<file path="config.mk">
export PLATFORM = sky130hd
export DESIGN_NAME = bpra_ctrl
export DESIGN_NICKNAME = d
export VERILOG_FILES = /design/src/hdl/bpra_pkg.sv /design/src/hdl/bpra_ctrl.sv
export SDC_FILE = /design/constraint.sdc
export NUM_CORES = 1
export LEC_CHECK = 0
export BUFFER_PORTS_ARGS = -buffer_cell sky130_fd_sc_hd__buf_2
export CAP_MARGIN = 20
export CORE_MARGIN = 2
export CORE_UTILIZATION = 35
export CTS_CLUSTER_SIZE = 14
export DETAILED_ROUTE_END_ITERATION = 10
export HOLD_SLACK_MARGIN = 0.12
export PLACE_DENSITY = 0.74
export SKIP_CTS_REPAIR_TIMING = 1
export SYNTH_ARGS = -nofsm -noshare
export SYNTH_HDL_FRONTEND = slang
export SYNTH_SLANG_ARGS = --single-unit
</file>
<file path="constraint.sdc">
create_clock -name clk -period 1.05 [get_ports clk]
set_input_delay 0.1575 -clock clk [delete_from_list [all_inputs] [get_ports clk]]
set_output_delay 0.1575 -clock clk [all_outputs]
set_load 0.01 [all_outputs]
</file>
<file path="src/hdl/bpra_pkg.sv">
// Shared types and constants for the bitmap page run allocator.
// Used by bpra_ctrl, bpra_datapath and bitmap_page_run_allocator; no dependencies.
package bpra_pkg;

  // Defaults for the top-level parameters
  localparam int POOL_PAGES_MAX_DEF = 4096;
  localparam int PAGE_SHIFT_DEF     = 12;

  // Fixed field widths
  localparam int OPCODE_W   = 2;
  localparam int COUNT_W    = 13;
  localparam int ADDR_W     = 32;
  localparam int STATUS_W   = 2;
  localparam int CFG_IDX_W  = 1;
  localparam int CFG_DATA_W = 32;

  localparam logic [COUNT_W-1:0] POOL_PAGES_RESET = COUNT_W'(4096);

  // Configuration register indexes
  localparam logic [CFG_IDX_W-1:0] CFG_BASE_ADDR  = 1'b0;
  localparam logic [CFG_IDX_W-1:0] CFG_POOL_PAGES = 1'b1;

  // Bitmap memory organization: 64 pages per row, scanned 8 pages per cycle
  localparam int ROW_W      = 64;
  localparam int ROW_SHIFT  = $clog2(ROW_W);
  localparam int LANE_W     = 8;
  localparam int LANE_SHIFT = $clog2(LANE_W);
  localparam int SUB_W      = ROW_SHIFT - LANE_SHIFT;
  localparam logic [SUB_W-1:0] SUB_LAST = '1;

  typedef enum logic [OPCODE_W-1:0] {
    OP_ALLOC = 2'd0,
    OP_FREE  = 2'd1,
    OP_CLAIM = 2'd2
  } bpra_op_t;

  typedef enum logic [STATUS_W-1:0] {
    ST_OK       = 2'd0,
    ST_NO_SPACE = 2'd1,
    ST_BAD      = 2'd2
  } bpra_status_t;

  // Controller to datapath
  typedef struct packed {
    logic         clr_step;
    logic         req_load;
    logic         off_calc;
    logic         scan_init;
    logic         scan_step;
    logic         range_load;
    logic         range_from_scan;
    logic         mark_load;
    logic         mark_step;
    logic         out_load;
    bpra_status_t out_status;
  } bpra_cmd_t;

  // Datapath to controller
  typedef struct packed {
    bpra_op_t op;
    logic     cnt_zero;
    logic     free_ok;
    logic     claim_ok;
    logic     found;
    logic     scan_last;
    logic     mark_last;
    logic     clr_last;
  } bpra_stat_t;

endpackage

</file>
<file path="src/hdl/bpra_ctrl.sv">
// Controller state machine for the bitmap page run allocator.
// Depends on bpra_pkg; drives bpra_datapath through bpra_cmd_t.
module bpra_ctrl (
  input  logic                 clk,
  input  logic                 rst,
  input  logic                 in_valid,
  output logic                 in_stall,
  output logic                 out_valid,
  input  logic                 out_stall,
  input  bpra_pkg::bpra_stat_t stat,
  output bpra_pkg::bpra_cmd_t  cmd
);
  import bpra_pkg::*;

  typedef enum logic [2:0] {
    S_CLEAR,
    S_IDLE,
    S_OFFSET,
    S_CHECK,
    S_SCAN,
    S_MARK_LOAD,
    S_MARK,
    S_DONE
  } state_t;

  state_t       state;
  bpra_status_t fin_status;

  assign in_stall = (state != S_IDLE);

  always_comb begin
    cmd            = '0;
    cmd.out_status = fin_status;
    unique case (state)
      S_CLEAR:     cmd.clr_step = 1'b1;
      S_IDLE:      cmd.req_load = in_valid;
      S_OFFSET:    cmd.off_calc = 1'b1;
      S_CHECK: begin
        unique case (stat.op)
          OP_ALLOC: cmd.scan_init  = !stat.cnt_zero;
          OP_FREE:  cmd.range_load = stat.free_ok;
          OP_CLAIM: cmd.range_load = stat.claim_ok;
          default:  cmd.range_load = 1'b0;
        endcase
      end
      S_SCAN: begin
        cmd.scan_step       = 1'b1;
        cmd.range_load      = stat.found;
        cmd.range_from_scan = 1'b1;
      end
      S_MARK_LOAD: cmd.mark_load = 1'b1;
      S_MARK:      cmd.mark_step = 1'b1;
      S_DONE:      cmd.out_load  = !out_valid || !out_stall;
      default:     cmd.clr_step  = 1'b0;
    endcase
  end

  always_ff @(posedge clk) begin
    if (rst) begin
      state      <= S_CLEAR;
      out_valid  <= 1'b0;
      fin_status <= ST_OK;
    end else begin
      if (cmd.out_load) begin
        out_valid <= 1'b1;
      end else if (!out_stall) begin
        out_valid <= 1'b0;
      end

      unique case (state)
        S_CLEAR: begin
          if (stat.clr_last) state <= S_IDLE;
        end
        S_IDLE: begin
          if (in_valid) state <= S_OFFSET;
        end
        S_OFFSET: state <= S_CHECK;
        S_CHECK: begin
          unique case (stat.op)
            OP_ALLOC: begin
              if (stat.cnt_zero) begin
                fin_status <= ST_BAD;
                state      <= S_DONE;
              end else begin
                state <= S_SCAN;
              end
            end
            OP_FREE: begin
              fin_status <= stat.free_ok ? ST_OK : ST_BAD;
              state      <= stat.free_ok ? S_MARK_LOAD : S_DONE;
            end
            OP_CLAIM: begin
              fin_status <= stat.claim_ok ? ST_OK : ST_BAD;
              state      <= stat.claim_ok ? S_MARK_LOAD : S_DONE;
            end
            default: begin
              fin_status <= ST_BAD;
              state      <= S_DONE;
            end
          endcase
        end
        S_SCAN: begin
          if (stat.found) begin
            fin_status <= ST_OK;
            state      <= S_MARK_LOAD;
          end else if (stat.scan_last) begin
            fin_status <= ST_NO_SPACE;
            state      <= S_DONE;
          end
        end
        S_MARK_LOAD: state <= S_MARK;
        S_MARK: begin
          if (stat.mark_last) state <= S_DONE;
        end
        S_DONE: begin
          if (cmd.out_load) state <= S_IDLE;
        end
        default: state <= S_CLEAR;
      endcase
    end
  end

  // A result is never loaded over one that has not been taken
  a_no_overwrite: assert property (@(posedge clk) disable iff (rst)
    cmd.out_load |-> (!out_valid || !out_stall))
    else $error("result register overwritten");

  // One request at a time: after a transfer in, the input side is closed
  a_one_in_flight: assert property (@(posedge clk) disable iff (rst)
    (in_valid && !in_stall) |=> in_stall)
    else $error("second request accepted while busy");

  a_out_from_done: assert property (@(posedge clk) disable iff (rst)
    $rose(out_valid) |-> ($past(state) == S_DONE))
    else $error("result presented outside the finish step");

endmodule

</file>
==> results.py <==
metrics = {
    "status": {
        "status": "finished, violations left",
        "violations": "negative setup slack",
    },
    "min_path": {
        "min_from": "rst",
        "hp-class": "in2reg",
        "holdPathEnd": "state[0]",
        "worst_hold_path.num_cells": 2,
    },
    "timing": {
        "hold_viol": 0,
        "max_freq_mhz": 722,
        "setup_viol": 16,
        "worstMarginPinSlew_ns": 0.319,
        "layout_setup_ws_ns": -0.335,
        "slew_headroom_pct": 78.4,
        "fin_crit_sh_pct": 132,
        "slew_violations": 0,
        "finalClockSkew_ns": 0.00579,
        "rsz0062_at_grt": "yes",
        "min_period_ns": 1.38,
    },
    "yosys": {
        "netlist_top_cells_area": "dfxtp_1 (22%), ha_1 (9.0%), a32o_1 (5.4%), nor3_1 (5.4%), buf_6 (4.1%)",
        "synth_cell_type_count": 30,
        "ys_warn_count": 0,
        "synth_ff_type": "dfxtp_1",
        "syn_area_per_cell_um2": 8.78,
        "synth_top_area_share_pct": 21.7,
        "synth_commonest_cells": "dfxtp_1 (6), inv_1 (6), nor3_1 (6)",
        "yosysTopAreaCell": "dfxtp_1",
        "synth_nets": 80,
        "synth-seq-cells": 6,
        "synth-edff-count": 0,
        "synthArstFlopShare_pct": 0,
        "syn_inst": 63,
        "seq_area_frac_synth_pct": 21.7,
        "synth_area_um2": 553,
    },
    "setup_path": {
        "slowest_stage": "dfxtp_4",
        "critPathMaxFanout": 7,
        "crit_chain": "and3b_2 > a32o_2 > buf_6",
        "start_kind": "register",
        "worstSetupPathType": "reg2out",
        "reg2reg_from": "state[2]",
        "crit_start": "state[2]",
        "r2r_slack_ns": -0.19,
        "endpoint_kind": "primary output",
        "critPathMaxStageDelay_ns": 0.37,
        "cp.arrival_ns": 1.23,
        "critical_path_required_ns": 0.89,
        "r2r_cells": 4,
        "rr_endpoint": "state[1]",
    },
    "power": {
        "seqPwrFrac_pct": 32.2,
        "clockPowerShare_pct": 22.5,
        "p_per_area_nw_per_um2": 1000,
        "swShare_pct": 33.3,
        "power_switching_w": 0.000301,
        "comb_power_share_pct": 45.3,
        "intPower_w": 0.000603,
        "power_leakage_nw": 0.458,
        "vdd_ir_drop_max_mv": 0.817,
    },
    "global_route": {
        "grt_pass1_vias": 559,
        "grt_overflow_total": 0,
        "grt_util_all_layers_pct": 16.0,
        "grt_max_degree": 10,
        "grt_pass1_wl_um": 2340,
        "antenna_found_initial": 0,
    },
    "final_layout": {
        "drive_gt1_share_pct": 65.4,
        "antennaDiodeCount": 0,
        "fin_area_um2": 901,
        "fin_util_pct": 60.5,
        "syn_to_final_growth_pct": 62.9,
        "nets": 126,
    },
    "route": {
        "first_pass_iters": 4,
        "routed_wl_um": 1540,
        "drt_iter0_drc": 21,
        "vias": 642,
        "wl_per_cell_um": 12.6,
        "met2WireLength_um": 764,
        "post_drt_via_cell_ratio": 5.22,
        "drc": 0,
        "wl_met1_um": 679,
        "highest_layer": "met3",
        "wl_met3_um": 100,
        "drtAntennaViolNets": 0,
    },
    "placed_design": {
        "placed_area_um2": 807,
        "io_buffers": 26,
        "hpwl_um": 1180,
        "place_congestion": 0.794,
    },
    "clock_tree": {
        "numCtsBuffers": 3,
        "worstSkewPairLatency_ns": 0.24,
        "htree_levels": 1,
        "cts_tree": "done",
        "cts.sink_count": 6,
        "cts_root_buf": "clkbuf_4",
        "clkTransAtPathRegs_ns": 0.04,
        "clk_path_buf_depth": 2,
    },
    "floorplan": {
        "io_pins": 27,
        "fp.dieArea_um2": 1910,
        "core_area_um2": 1490,
        "num_rows": 14,
        "fp.dieW_um": 43.8,
        "chipHeight_um": 43.8,
        "initial_core_util_pct": 37.1,
    },
    "run": {
        "max-cap-violations": 0,
    },
}
sequential cells by signal (all words and copies together) (netlist names):
register and count:
fin_status 2, out_valid 1, state 3
worst max path at each step:
stage / to / slack, ns / cells past startpoint
detailed placement: cmd[6] / -0.25 / 6
global placement: cmd[6] / -0.22 / 6
CTS: cmd[2] / -0.45 / 4
floorplan: fin_status[0] / -0.14 / 4
finish: cmd[6] / -0.33 / 3
global route: cmd[6] / -0.38 / 3
worst max-delay path, delay by kind of cell, from the launching register on:
family,cells,cell delay (ns)
DFF,1,0.37
and+or+nand+nor,1,0.23
buffers and inverters,1,0.12
AOI/OAI and AO/OA,1,0.27
area by class of cell:
class,instances,area [um^2]
tap,16,20.0
inverter,6,25.0
multi-input combinational,47,407
clock buffer,3,22.5
fill,133,588
timing repair buffer,45,295
sequential,6,131
power groups by stage:
stage          Combinational, W  Clock, W  Sequential (W)
2_1_floorplan          0.000230         0        0.000271
5_1_grt                0.000444  0.000229        0.000294
4_1_cts                0.000350  0.000213        0.000286
3_3_place_gp           0.000340         0        0.000288
3_5_place_dp           0.000348         0        0.000290
6_report               0.000409  0.000203        0.000291
per-layer routing:
layer | vias up | global-route usage (%)
li1 | 325 | -
met1 | 295 | 20.6
met2 | 22 | 26.8
met3 | 0 | 5.42
met5 | - | 0
met4 | 0 | 1.82
per-stage QoR:
| step | instances | setup TNS [ns] | total power (W) | setup slack [ns] | hold WS, ns |
|---|---|---|---|---|---|
| floorplan | 63 | -0.365 | 0.000501 | -0.138 | 0.223 |
| finish | 123 | -2.98 | 0.000904 | -0.335 | 0.157 |
| global route | 123 | -3.91 | 0.000967 | -0.377 | 0.153 |
| global placement | 118 | -1.68 | 0.000628 | -0.224 | 0.409 |
| detailed placement | 118 | -2.06 | 0.000638 | -0.253 | 0.415 |
| CTS | 121 | -5.01 | 0.000849 | -0.446 | 0.157 |
cells in the final DEF (no fill, tap or decap), drive strengths merged:
cell type and instances:
a211oi 1, a21oi 4, a221oi 1, a22o 1, a22oi 1, a311o 1, a31o 1, a32o 3
and3 1, and3b 2, and4 1, buf 45, clkbuf 3, dfxtp 6, ha 4, inv 6
mux2i 2, nand2 3, nand2b 3, nand3 2, nor2 3, nor3 6, nor3b 2, o21ai 1
o21bai 1, o311ai 1, or2 1, or4b 1
cells by family (layout without fill, tap and decap cells):
kind of cell | Yosys count | count (layout) | synth area share (%)
AO/OA/AOI/OAI | 16 | 16 | 25.6
multiplexers | 2 | 2 | 3.62
buffers and inverters | 10 | 54 | 10.9
AND/OR/NAND/NOR | 25 | 25 | 29.2
adder cells (fa/ha/maj) | 4 | 4 | 9.05
flip-flops | 6 | 6 | 21.7
(Power assumes the default switching activity.)
